`src/rtl/deadline_timer_min_heap_defines.svh`:
```
// ----------------------------------------------------------------------------
// deadline timer assertion macros
// shared property wrappers for the timer heap rtl
// ----------------------------------------------------------------------------
`ifndef DEADLINE_TIMER_MIN_HEAP_DEFINES_SVH
`define DEADLINE_TIMER_MIN_HEAP_DEFINES_SVH

// same-cycle implication
`define DTMH_ASSERT_HOLD(lbl, ante, cons, msg) \
	lbl: assert property (@(posedge clk) disable iff (!arst_n) (ante) |-> (cons)) else $error(msg);

// next-cycle implication
`define DTMH_ASSERT_NEXT(lbl, ante, cons, msg) \
	lbl: assert property (@(posedge clk) disable iff (!arst_n) (ante) |=> (cons)) else $error(msg);

`endif

```
`src/rtl/dtmh_pkg.sv`:
```
// ----------------------------------------------------------------------------
// deadline timer package
// shared types, codes and constants of the timer heap
// ----------------------------------------------------------------------------
`default_nettype none

package dtmh_pkg;

	localparam int NUM_CONN     = 64;
	localparam int CONN_W       = 6;
	localparam int CAPACITY_DEF = 64;
	localparam logic [15:0] IDLE_WAIT_RST = 16'd5;

	typedef enum logic [1:0] {
		OP_ARM    = 2'd0,
		OP_CANCEL = 2'd1,
		OP_UPDATE = 2'd2,
		OP_TICK   = 2'd3
	} op_t;

	typedef enum logic [1:0] {
		ST_OK         = 2'd0,
		ST_FULL       = 2'd1,
		ST_NOT_ARMED  = 2'd2
	} status_t;

	typedef struct packed {
		op_t               op;
		logic [CONN_W-1:0] conn;
		logic [19:0]       timeout;
		logic [31:0]       now;
	} cmd_t;

	typedef struct packed {
		status_t           status;
		logic              expired_valid;
		logic [CONN_W-1:0] expired_conn;
		logic [31:0]       next_wait;
		logic              last;
	} result_t;

	typedef struct packed {
		logic [CONN_W-1:0] conn;
		logic [31:0]       key;
	} slot_t;

	function automatic result_t mk_result(input status_t st, input logic v,
			input logic [CONN_W-1:0] c, input logic [31:0] w, input logic l);
		result_t r;
		r.status        = st;
		r.expired_valid = v;
		r.expired_conn  = c;
		r.next_wait     = w;
		r.last          = l;
		return r;
	endfunction

	function automatic logic [31:0] sat_add(input logic [31:0] a, input logic [19:0] b);
		logic [32:0] s;
		s = {1'b0, a} + {13'b0, b};
		return s[32] ? 32'hFFFF_FFFF : s[31:0];
	endfunction

endpackage

`default_nettype wire

```
`src/rtl/dtmh_heap_mem.sv`:
```
// ----------------------------------------------------------------------------
// heap slot memory
// one write and one registered read port, holds connection and deadline
// ----------------------------------------------------------------------------
`default_nettype none

module dtmh_heap_mem
	import dtmh_pkg::*;
#(
	parameter int DEPTH = CAPACITY_DEF,
	parameter int AW    = $clog2(DEPTH)
) (
	input  wire logic          clk,
	input  wire logic          we,
	input  wire logic [AW-1:0] waddr,
	input  wire slot_t         wdata,
	input  wire logic          re,
	input  wire logic [AW-1:0] raddr,
	output slot_t              rdata
);

	slot_t mem [DEPTH];
	slot_t rdata_q;

	always_ff @(posedge clk) begin
		if (we) begin
			mem[waddr] <= wdata;
		end
		if (re) begin
			rdata_q <= mem[raddr];
		end
	end

	assign rdata = rdata_q;

endmodule

`default_nettype wire

```
`src/rtl/dtmh_pos_map.sv`:
```
// ----------------------------------------------------------------------------
// position map
// heap position per connection, valid bits make unarmed entries read zero
// ----------------------------------------------------------------------------
`default_nettype none

module dtmh_pos_map
	import dtmh_pkg::*;
#(
	parameter int PW = 7
) (
	input  wire logic              clk,
	input  wire logic              arst_n,
	input  wire logic              we,
	input  wire logic [CONN_W-1:0] waddr,
	input  wire logic [PW-1:0]     wdata,
	input  wire logic              clr,
	input  wire logic [CONN_W-1:0] caddr,
	input  wire logic [CONN_W-1:0] raddr,
	output logic [PW-1:0]          rdata
);

	logic [PW-1:0] mem [NUM_CONN];
	logic [NUM_CONN-1:0] valid_q;
	logic [PW-1:0] rdata_q;
	logic rvalid_q;

	always_ff @(posedge clk) begin
		if (we) begin
			mem[waddr] <= wdata;
		end
		rdata_q <= mem[raddr];
	end

	always_ff @(posedge clk or negedge arst_n) begin
		if (!arst_n) begin
			valid_q  <= '0;
			rvalid_q <= 1'b0;
		end else begin
			rvalid_q <= valid_q[raddr];
			if (we) begin
				valid_q[waddr] <= 1'b1;
			end
			if (clr) begin
				valid_q[caddr] <= 1'b0;
			end
		end
	end

	assign rdata = rvalid_q ? rdata_q : '0;

endmodule

`default_nettype wire

```
`src/rtl/deadline_timer_min_heap.sv`:
```
// ----------------------------------------------------------------------------
// deadline timer min-heap
// connections ordered by absolute deadline in a binary heap held in memory
// ----------------------------------------------------------------------------
//  channel  | signals                      | handshake
//  command  | start, busy, cmd             | taken when start and not busy
//  result   | result_valid, result         | one-cycle strobe, no back-pressure
//  config   | cfg_we, cfg_wdata            | written when cfg_we is high
//
//  not-armed, full and tail-slot cancel items are answered without a heap pass;
//  arm moves up with a read and compare per level, a down pass reads the
//  children and compares per level; all accesses share the one heap memory,
//  and a new command is taken only once the last item has finished.
//  a tick pops each expired root and runs one down and up pass per expiry.
//  reset empties the heap at once through the position valid bits.
//  results cannot be stalled; busy falls as the last one is presented.
// ----------------------------------------------------------------------------
`default_nettype none

`include "deadline_timer_min_heap_defines.svh"

module deadline_timer_min_heap
	import dtmh_pkg::*;
#(
	parameter int CAPACITY = CAPACITY_DEF
) (
	input  wire logic        clk,
	input  wire logic        arst_n,
	input  wire logic        start,
	output logic             busy,
	input  wire cmd_t        cmd,
	output logic             result_valid,
	output result_t          result,
	input  wire logic        cfg_we,
	input  wire logic [15:0] cfg_wdata
);

	localparam int PW = $clog2(CAPACITY + 1);
	localparam int AW = $clog2(CAPACITY);

	typedef enum logic [3:0] {
		S_IDLE, S_PRD, S_CN_MV, S_UP_RD, S_UP_CMP, S_DN_RD, S_DN_RD2,
		S_DN_CMP, S_TK_RD, S_TK_CHK, S_TK_MV
	} state_t;

	state_t state_q;
	cmd_t cmd_q;
	logic [PW-1:0] p_q, fill_q;
	logic [PW:0] j_q;
	slot_t elem_q, child_q;
	logic second_q, tick_q, pend_q;
	logic [CONN_W-1:0] pend_conn_q;
	result_t res_q;
	logic res_valid_q;
	logic [15:0] idle_wait_q;

	slot_t hrd;
	logic [PW-1:0] prd;
	logic h_we, h_re;
	logic [AW-1:0] h_waddr, h_raddr;
	slot_t h_wdata;
	logic p_clr;
	logic [CONN_W-1:0] p_caddr;

	logic [PW:0] jn, fill_x, pick_j;
	logic right_sel, dn_swap, up_swap, pop;
	slot_t pick;
	logic [31:0] dl;

	function automatic logic [AW-1:0] slot_addr(input logic [PW-1:0] p);
		logic [PW-1:0] t;
		t = p - PW'(1);
		return t[AW-1:0];
	endfunction

	assign jn        = {p_q, 1'b0};
	assign fill_x    = {1'b0, fill_q};
	assign right_sel = (j_q < fill_x) && (child_q.key > hrd.key);
	assign pick      = right_sel ? hrd : child_q;
	assign pick_j    = right_sel ? j_q + (PW+1)'(1) : j_q;
	assign dn_swap   = elem_q.key > pick.key;
	assign up_swap   = hrd.key > elem_q.key;
	assign pop       = hrd.key <= cmd_q.now;
	assign dl        = sat_add(cmd_q.now, cmd_q.timeout);

	always_comb begin
		h_we    = 1'b0;
		h_waddr = slot_addr(p_q);
		h_wdata = elem_q;
		h_re    = 1'b0;
		h_raddr = '0;
		p_clr   = 1'b0;
		p_caddr = cmd_q.conn;
		unique case (state_q)
			S_PRD: begin
				if (cmd_q.op == OP_CANCEL && prd != '0) begin
					p_clr = 1'b1;
					if (prd < fill_q) begin
						h_re    = 1'b1;
						h_raddr = slot_addr(fill_q);
					end
				end
			end
			S_UP_RD: begin
				if (p_q > PW'(1)) begin
					h_re    = 1'b1;
					h_raddr = slot_addr(p_q >> 1);
				end else begin
					h_we = 1'b1;
				end
			end
			S_UP_CMP: begin
				h_we    = 1'b1;
				h_wdata = up_swap ? hrd : elem_q;
			end
			S_DN_RD: begin
				if (jn <= fill_x) begin
					h_re    = 1'b1;
					h_raddr = slot_addr(jn[PW-1:0]);
				end else begin
					h_we = 1'b1;
				end
			end
			S_DN_RD2: begin
				if (j_q < fill_x) begin
					h_re    = 1'b1;
					h_raddr = slot_addr(j_q[PW-1:0] + PW'(1));
				end
			end
			S_DN_CMP: begin
				h_we    = 1'b1;
				h_wdata = dn_swap ? pick : elem_q;
			end
			S_TK_RD: begin
				if (fill_q != '0) begin
					h_re    = 1'b1;
					h_raddr = slot_addr(PW'(1));
				end
			end
			S_TK_CHK: begin
				if (pop) begin
					p_clr   = 1'b1;
					p_caddr = hrd.conn;
					if (fill_q > PW'(1)) begin
						h_re    = 1'b1;
						h_raddr = slot_addr(fill_q);
					end
				end
			end
			default: begin
			end
		endcase
	end

	dtmh_heap_mem #(.DEPTH(CAPACITY), .AW(AW)) u_heap (
		.clk   (clk),
		.we    (h_we),
		.waddr (h_waddr),
		.wdata (h_wdata),
		.re    (h_re),
		.raddr (h_raddr),
		.rdata (hrd)
	);

	dtmh_pos_map #(.PW(PW)) u_pos (
		.clk    (clk),
		.arst_n (arst_n),
		.we     (h_we),
		.waddr  (h_wdata.conn),
		.wdata  (p_q),
		.clr    (p_clr),
		.caddr  (p_caddr),
		.raddr  (cmd.conn),
		.rdata  (prd)
	);

	always_ff @(posedge clk or negedge arst_n) begin
		if (!arst_n) begin
			state_q     <= S_IDLE;
			fill_q      <= '0;
			second_q    <= 1'b0;
			tick_q      <= 1'b0;
			pend_q      <= 1'b0;
			res_valid_q <= 1'b0;
			idle_wait_q <= IDLE_WAIT_RST;
		end else begin
			res_valid_q <= 1'b0;
			if (cfg_we) begin
				idle_wait_q <= cfg_wdata;
			end
			unique case (state_q)
				S_IDLE: begin
					if (start) begin
						cmd_q  <= cmd;
						pend_q <= 1'b0;
						if (cmd.op == OP_TICK) begin
							state_q <= S_TK_RD;
						end else if (32'(cmd.conn) >= CAPACITY) begin
							res_q       <= mk_result(ST_NOT_ARMED, 1'b0, '0, '0, 1'b1);
							res_valid_q <= 1'b1;
						end else begin
							state_q <= S_PRD;
						end
					end
				end
				S_PRD: begin
					priority if (cmd_q.op == OP_ARM && prd == '0) begin
						if (fill_q >= PW'(CAPACITY)) begin
							res_q       <= mk_result(ST_FULL, 1'b0, '0, '0, 1'b1);
							res_valid_q <= 1'b1;
							state_q     <= S_IDLE;
						end else begin
							fill_q   <= fill_q + PW'(1);
							p_q      <= fill_q + PW'(1);
							elem_q   <= '{conn: cmd_q.conn, key: dl};
							second_q <= 1'b0;
							tick_q   <= 1'b0;
							state_q  <= S_UP_RD;
						end
					end else if (prd == '0) begin
						res_q       <= mk_result(ST_NOT_ARMED, 1'b0, '0, '0, 1'b1);
						res_valid_q <= 1'b1;
						state_q     <= S_IDLE;
					end else if (cmd_q.op == OP_CANCEL) begin
						fill_q <= fill_q - PW'(1);
						p_q    <= prd;
						if (prd < fill_q) begin
							state_q <= S_CN_MV;
						end else begin
							res_q       <= mk_result(ST_OK, 1'b0, '0, '0, 1'b1);
							res_valid_q <= 1'b1;
							state_q     <= S_IDLE;
						end
					end else begin
						elem_q   <= '{conn: cmd_q.conn, key: dl};
						p_q      <= prd;
						second_q <= 1'b1;
						tick_q   <= 1'b0;
						state_q  <= S_UP_RD;
					end
				end
				S_CN_MV: begin
					elem_q   <= hrd;
					second_q <= 1'b1;
					tick_q   <= 1'b0;
					state_q  <= S_DN_RD;
				end
				S_UP_RD, S_UP_CMP, S_DN_RD, S_DN_CMP: begin
					priority if (state_q == S_UP_RD && p_q > PW'(1)) begin
						state_q <= S_UP_CMP;
					end else if (state_q == S_UP_CMP && up_swap) begin
						p_q     <= p_q >> 1;
						state_q <= S_UP_RD;
					end else if (state_q == S_DN_RD && jn <= fill_x) begin
						j_q     <= jn;
						state_q <= S_DN_RD2;
					end else if (state_q == S_DN_CMP && dn_swap) begin
						p_q     <= pick_j[PW-1:0];
						state_q <= S_DN_RD;
					end else if (second_q) begin
						second_q <= 1'b0;
						state_q  <= (state_q == S_UP_RD || state_q == S_UP_CMP)
							? S_DN_RD : S_UP_RD;
					end else if (tick_q) begin
						state_q <= S_TK_RD;
					end else begin
						res_q       <= mk_result(ST_OK, 1'b0, '0, '0, 1'b1);
						res_valid_q <= 1'b1;
						state_q     <= S_IDLE;
					end
				end
				S_DN_RD2: begin
					child_q <= hrd;
					state_q <= S_DN_CMP;
				end
				S_TK_RD: begin
					if (fill_q == '0) begin
						res_q       <= mk_result(ST_OK, pend_q, pend_q ? pend_conn_q : '0,
							32'(idle_wait_q), 1'b1);
						res_valid_q <= 1'b1;
						pend_q      <= 1'b0;
						state_q     <= S_IDLE;
					end else begin
						state_q <= S_TK_CHK;
					end
				end
				S_TK_CHK: begin
					if (pop) begin
						if (pend_q) begin
							res_q       <= mk_result(ST_OK, 1'b1, pend_conn_q, '0, 1'b0);
							res_valid_q <= 1'b1;
						end
						pend_q      <= 1'b1;
						pend_conn_q <= hrd.conn;
						fill_q      <= fill_q - PW'(1);
						state_q     <= (fill_q > PW'(1)) ? S_TK_MV : S_TK_RD;
					end else begin
						res_q       <= mk_result(ST_OK, pend_q, pend_q ? pend_conn_q : '0,
							hrd.key - cmd_q.now, 1'b1);
						res_valid_q <= 1'b1;
						pend_q      <= 1'b0;
						state_q     <= S_IDLE;
					end
				end
				S_TK_MV: begin
					elem_q   <= hrd;
					p_q      <= PW'(1);
					second_q <= 1'b1;
					tick_q   <= 1'b1;
					state_q  <= S_DN_RD;
				end
				default: begin
					state_q <= S_IDLE;
				end
			endcase
		end
	end

	assign busy         = state_q != S_IDLE;
	assign result_valid = res_valid_q;
	assign result       = res_q;

	`DTMH_ASSERT_HOLD(a_fill_bound, 1'b1, fill_q <= PW'(CAPACITY), "fill count above capacity")
	`DTMH_ASSERT_HOLD(a_write_in_heap, h_we, p_q != '0 && p_q <= fill_q, "heap write outside fill")
	`DTMH_ASSERT_HOLD(a_idle_no_pend, state_q == S_IDLE, !pend_q, "pending pop left when idle")
	`DTMH_ASSERT_NEXT(a_start_busy, start && !busy && cmd.op == OP_TICK, busy, "tick not taken")

endmodule

`default_nettype wire
```
`config.mk`:
```
export PLATFORM = sky130hd
export DESIGN_NAME = deadline_timer_min_heap
export DESIGN_NICKNAME = d
export VERILOG_FILES = /design/src/rtl/dtmh_pkg.sv /design/src/rtl/dtmh_heap_mem.sv /design/src/rtl/dtmh_pos_map.sv /design/src/rtl/deadline_timer_min_heap.sv
export VERILOG_INCLUDE_DIRS = /design/src /design/src/rtl
export SDC_FILE = /design/constraint.sdc
export NUM_CORES = 2
export LEC_CHECK = 0
export BUFFER_PORTS_ARGS = -buffer_cell sky130_fd_sc_hd__buf_2
export CAP_MARGIN = 20
export CORE_MARGIN = 2
export CORE_UTILIZATION = 35
export DETAILED_ROUTE_END_ITERATION = 7
export PLACE_DENSITY = 0.5
export RECOVER_POWER = 25
export SLEW_MARGIN = 20
export SYNTH_ARGS = -nofsm -noshare
export SYNTH_HDL_FRONTEND = slang
export SYNTH_SLANG_ARGS = --single-unit
```
`constraint.sdc`:
```
create_clock -name clk -period 6.92 [get_ports clk]
set_input_delay 0.692 -clock clk [delete_from_list [all_inputs] [get_ports clk]]
set_output_delay 0.692 -clock clk [all_outputs]
set_load 0.02 [all_outputs]
```
After elaboration in Yosys (flattened, before gate mapping)
Memory sizes are Yosys's and may differ from the RTL's. A register that Yosys moved wholly into a read port is not among the register bits.
Index checks and enable logic that the tools add are counted.
{"block": "op_classes", "n_addsub": 10, "mul": 0, "n_div": 0, "order_cmp": 15, "n_eq_ne": 31, "shift": 0, "n_mux": 125, "bitwise_logic": 5, "n_reduce_logical": 38}
{"operator": "2-to-1 mux 42 bit", "count": 14}
{"operator": "2-to-1 mux 38 bit", "count": 7}
{"operator": "case mux 42 bit (4 select lines)", "count": 1}
{"operator": "case mux 38 bit (2 select lines)", "count": 2}
{"operator": "2-to-1 mux 64 bit", "count": 2}
{"operator": "greater-than comparator 32 bit", "count": 3}
{"operator": "2-to-1 mux 7 bit", "count": 13}
{"operator": "AND 64 bit", "count": 1}
{"operator": "inverter 64 bit", "count": 1}
{"operator": "bitwise OR 64 bit", "count": 1}
{"operator": "2-to-1 mux 6 bit", "count": 10}
{"operator": "2-to-1 mux 4 bit", "count": 13}
{"operator": "2-to-1 mux 1 bit", "count": 44}
{"operator": "adder 32 x 20 -> 33 bit", "count": 1}
{"operator": "less-or-equal comparator 32 bit", "count": 1}
{"operator": "2-to-1 mux 32 bit", "count": 1}
{"operator": "subtractor 32 bit", "count": 1}
{"operator": "case mux 6 bit (5 select lines)", "count": 1}
{"operator": "case mux 4 bit (7 select lines)", "count": 1}
{"operator": "!= test 3 bit, second input constant", "count": 8}
{"operator": "subtractor 6 x 1 -> 6 bit, second input constant", "count": 4}
{"operator": "less-than comparator 6 x 7 -> 1 bit, second input constant", "count": 3}
{"operator": "case mux 7 bit (3 select lines)", "count": 1}
{"operator": "!= test 2 bit, second input constant", "count": 9}
{"operator": "other kinds (44)", "count": 81}
{"block": "totals", "ff_bits": 294, "latchBits": 0, "mem_bits_rw": 2880, "mem_bits_ro": 0, "inputBits": 80, "output_inout_bits": 44, "wordCells": 251, "memories": 2}
{"name": "u_heap.mem", "depth": 64, "width": 38, "read_ports": 1, "rd_ports_with_merged_regs": 1, "write_ports": 1, "line_no": "dtmh_heap_mem.sv:22", "source": "slot_t mem [DEPTH];"}
{"name": "u_pos.mem", "depth": 64, "width": 7, "read_ports": 1, "rd_ports_with_merged_regs": 1, "write_ports": 1, "line_no": "dtmh_pos_map.sv:23", "source": "logic [PW-1:0] mem [NUM_CONN];"}

Longest topological paths before layout
{"block": "logic_depth", "word_depth": 14, "ltp_mapped": 26, "ltp_nobuf": 23}

Modules after synthesis
Synthesis repeated with hierarchy kept, for this count alone.
{"block": "hier_totals", "cells_unflattened": 6654, "hier_area_um2": 130144.8}
{"mod": "dtmh_heap_mem", "n_inst": 1, "cells_each": 3993, "area_per_inst_um2": 93435.9, "seq_area_each_um2": 74171.1}
{"mod": "dtmh_pos_map", "n_inst": 1, "cells_each": 1067, "area_per_inst_um2": 20708.6, "seq_area_each_um2": 15219.6}
{"mod": "deadline_timer_min_heap", "n_inst": 1, "cells_each": 1594, "area_per_inst_um2": 16000.3, "seq_area_each_um2": 6723.9}

Worst setup path after synthesis
No wires, ideal clock.
{"block": "synth_timing", "kind": "register to register", "start": "register, netlist name u_heap.rdata[31]", "end": "memory u_pos.mem[104][0] (netlist: u_pos.mem[13][0]), enable pin", "setup_time_ps": 370, "arrival_ps": 7013, "required_ps": 6550, "path_slack_ps": -462, "stages_incl_launch_ff": 24, "n_path_buf": 3, "synth_period_minus_slack_ps": 7382, "path_cell_list": "edfxtp_1 -> inv_1 -> ha_1 -> nand4_1 -> nor4_1 -> o21ai_0 -> a31oi_1 -> o211a_1 -> buf_1 -> buf_1 -> mux2i_1 -> ha_1 -> a21o_1 -> a21o_1 -> a211oi_1 -> o31a_1 -> o21ai_0 -> a211o_1 -> a31o_2 -> a221oi_2 -> clkinv_1 -> or4b_2 -> clkbuf_1 -> nor2_1"}
{"element": "end, declared", "line_no": "dtmh_pos_map.sv:23"}

Worst setup path in the final report
{"block": "layout_timing", "start": "register p_q[0]", "end": "register, netlist name u_heap.rdata[34]"}
{"block": "layout_via", "elab_chain_cells": 3, "elab_cells_between_ends": 9, "classes_between": "add/sub: 1; order compare: 2; mux: 6"}
{"element": "start, declared", "line_no": "deadline_timer_min_heap.sv:48", "source": "logic [PW-1:0] p_q, fill_q;"}
{"element": "start signal, assigned", "line_no": "deadline_timer_min_heap.sv:214", "source": "p_q <= fill_q + PW'(1);"}
{"element": "start signal, assigned", "line_no": "deadline_timer_min_heap.sv:226", "source": "p_q <= prd;"}
{"element": "start signal, assigned", "line_no": "deadline_timer_min_heap.sv:236", "source": "p_q <= prd;"}
{"element": "less-or-equal comparator 8 x 7 -> 1 bit, or another cell as far along", "line_no": "deadline_timer_min_heap.sv:117", "source": "if (jn <= fill_x) begin"}
{"element": "2-to-1 mux 1 bit, or another cell as far along", "line_no": "deadline_timer_min_heap.sv:117"}
{"element": "case mux 1 bit (6 select lines) / case mux 6 bit (5 select lines) (equally long branches)", "line_no": "deadline_timer_min_heap.sv:94", "source": "unique case (state_q)"}
Parallel ways exist; a longest one is shown, timed or not.
A chain may end at the register's enable or synchronous reset.

==> metrics.txt <==
status finished with violations; failing checks max-capacitance violations, max-slew violations; FP Rows 224; starting density of the core 0.351; max incr delay on CP 790 ps; peak fanout along the critical path 44; top cells by area, synth edfxtp_1 72%, mux2i_1 5.2%, nand2_1 3.4%, mux4_2 2.9%, a21oi_1 2.0%; Die Wd slightly above 600 um; grt ovf 0; worst hold slack slightly below 90 ps; DR iter-0 viols 7283; final setup margin approximately 160 ps; mapped cell area 131000 um^2; PortBufs 123; period utilization 0.977; Final Skew 46.0 ps; most frequent cells in the layout 3116 x edfxtp_1, 1189 x nand2_1, 679 x mux2i_1; clock latency at the later pin of the worst-skew pair 940 ps; first drt pass iteration count 6; DRC 0; syn avg cell area 15.4 um^2; final wirelength ~400 mm; Synth Net Count 8720; ys async rst share 0.0298; CTS root buf clkbuf_16; final total power roughly 0.053 W; final net count 9311; signal arrival time at the worst endpoint 7410 ps; clock sinks between 3k and 4k; RSZ-0062 raised after global routing false; post-CTS setup buffers 0; RePlAce Congestion 0.844; Static Leakage 50.6 nW; Core Util, Final 0.411; FILL cells between 30k and 40k; post-DP HPWL 241 mm; worst setup path category flop to flop; worst slack, placed 130 ps; Mapped Cells approximately 8.5k; Hold Path Class input port to flop; Worst VDD drop 233 uV; Final Hold Fails 0; DR vias/cell 5.43; setup_tns 0 ps; Yosys cell types between 80 and 90; Synth Register Bits 3219; Num CTS Buffers 345; Top Ports 124; Achievable Freq 148 MHz; Final min period a little under 7000 ps; Die Y 615 um; via count 77.7k; Seq/Total Area, Yosys 0.736; initial antenna violation count 18; drt wl/cell 27.6 um; Synth Flop Type edfxtp_1; CP most frequent cell buf_4; area delta synth->final 17.0%; H-tree lvl count 5; worst-path cell chain clkbuf_1, ha_1, nor2b_1, o21a_1, nand3b_1, o22ai_1, a31oi_1, o31ai_4, buf_4, o211ai_1, buf_12, buf_4, a21oi_1, or4_1, o31ai_1, buf_4, nand4_1, buf_4; Max Slew Vio Count 745; Reg clk slew, reported paths approximately 60 ps; area share of the largest cell type after synthesis 0.717; Slowest cell on crit path clkbuf_1; CTS max path bufs 4; CTS tree built; Worst R2R Setup Slack 160 ps; DIE AREA 378000 um^2; CP endpoint kind flop; worst path required time 7570 ps; Total Routing Usage GR 0.203; pwr/cell area 348 nW/um^2; post-route ant nets 0; Least-Margin Pin Slew about 5500 ps; core area between 300000 and 400000 um^2; # setup viols final 0; Worst setup SP type flop; Syn. warnings 0; first-pass GRT wire length between 500 and 600 mm; vias in the first global route 76.0k; Post-synth EDFFs approximately 3.1k; Max-slew headroom -2.67; fraction of layout cells with a size suffix above 1 0.139; largest net degree at the start of global routing 133; area leader, netlist edfxtp_1; max cap viols 15; commonest non-fill, non-tap cell in the layout edfxtp_1
## worst max-delay path, delay by kind of cell (launching register included)
kind | cells | cell delay [ps]
adder cells (fa/ha/maj) | 1 | 260
AND/OR/NAND/NOR | 4 | 1090
AO/OA/AOI/OAI | 7 | 2110
flip-flops | 1 | 560
buffers and inverters | 6 | 2270
## layout make-up
class / instances / area [um^2] / area share
clock buffers: 425 / 9150 / 0.0599
multi-input cells: 4663 / 32700 / 0.214
well taps: 4972 / 6220 / 0.0407
clock inverters: 199 / 1840 / 0.0120
diodes: 7 / 17.5 / 0.000115
repair buffers: 686 / 6080 / 0.0398
inverters: 141 / 531 / 0.00347
flip-flops and latches: 3219 / 96100 / 0.629
## cells in the mapped netlist, drive strengths merged, types with 64 or more instances
cell and count:
ha 173, nand3 84, o21ai 163, o22ai 305, nand2 1193, o31ai 122, nor2 388, edfxtp 3116
nand4 74, mux2i 679, inv 140, mux4 168, or4 114, a2bb2oi 64, buf 111, clkbuf 331
a21oi 533, dfrtp 94
## registers in the layout, indices dropped and copies added, names as in the netlist, 4 cells and up
signal,cells
elem_q,38
idle_wait_q,16
fill_q,7
state_q,4
u_pos.rdata_q,7
u_pos.mem,448
u_heap.rdata,38
result,42
j_q,7
pend_conn_q,6
p_q,7
cmd_q,60
u_pos.valid_q,64
child_q,38
u_heap.mem,2432
## routing by layer
metal	track usage	vias up	routed length, um
met5	0	-	0
met4	0.0515	0	9420
met3	0.0276	537	24800
met2	0.329	2687	186000
met1	0.288	40461	175000
li1	-	34053	-
## where the power goes
part / internal [W] / total [W] / switching (W) / leakage, nW
clock network: 0.0104 / 0.0181 / 0.00768 / 5.34
logic: 0.00354 / 0.0114 / 0.00786 / 15.9
registers: 0.0232 / 0.0236 / 0.000396 / 29.4
total: 0.0372 / 0.0531 / 0.0159 / 50.6
## cell families (layout without fill, tap and decap cells)
| family | Yosys count | after routing | share of synthesized area |
|---|---|---|---|
| other cells | 0 | 7 | 0 |
| buf+inv | 583 | 1451 | 0.0176 |
| compound gates | 1528 | 1528 | 0.0745 |
| fa+ha+maj | 175 | 175 | 0.0169 |
| simple gates | 2026 | 2026 | 0.0674 |
| mux | 864 | 864 | 0.0825 |
| xor+xnor | 70 | 70 | 0.00470 |
| flops | 3219 | 3219 | 0.736 |
## metrics by stage
stage,instance area [um^2],std cells
after detailed placement,142000,13617
final,153000,14312
after floorplan,131000,8465
after global placement,142000,13617
after global routing,153000,14306
after CTS,153000,14305
## what timing repair did
item / CTS / global route
endpoints found under the setup margin: 0 / 130
gates resized for setup: 0 / 6
hold buffers: 64 / 0
hold endpoints to repair: 102 / 0
## final timing paths
check	startpoint	end	cells past startpoint
setup / recovery	p_q[0]	u_heap.rdata[34]	18
hold / removal	cfg_wdata[12]	idle_wait_q[12]	2
setup reg to reg	p_q[0]	u_heap.rdata[34]	18
hold reg to reg	idle_wait_q[8]	idle_wait_q[8]	1
max in group asynchronous	arst_n	u_pos.valid_q[61]	3
min in group asynchronous	arst_n	idle_wait_q[10]	2
No activity file was read; power rests on OpenSTA's default activity.
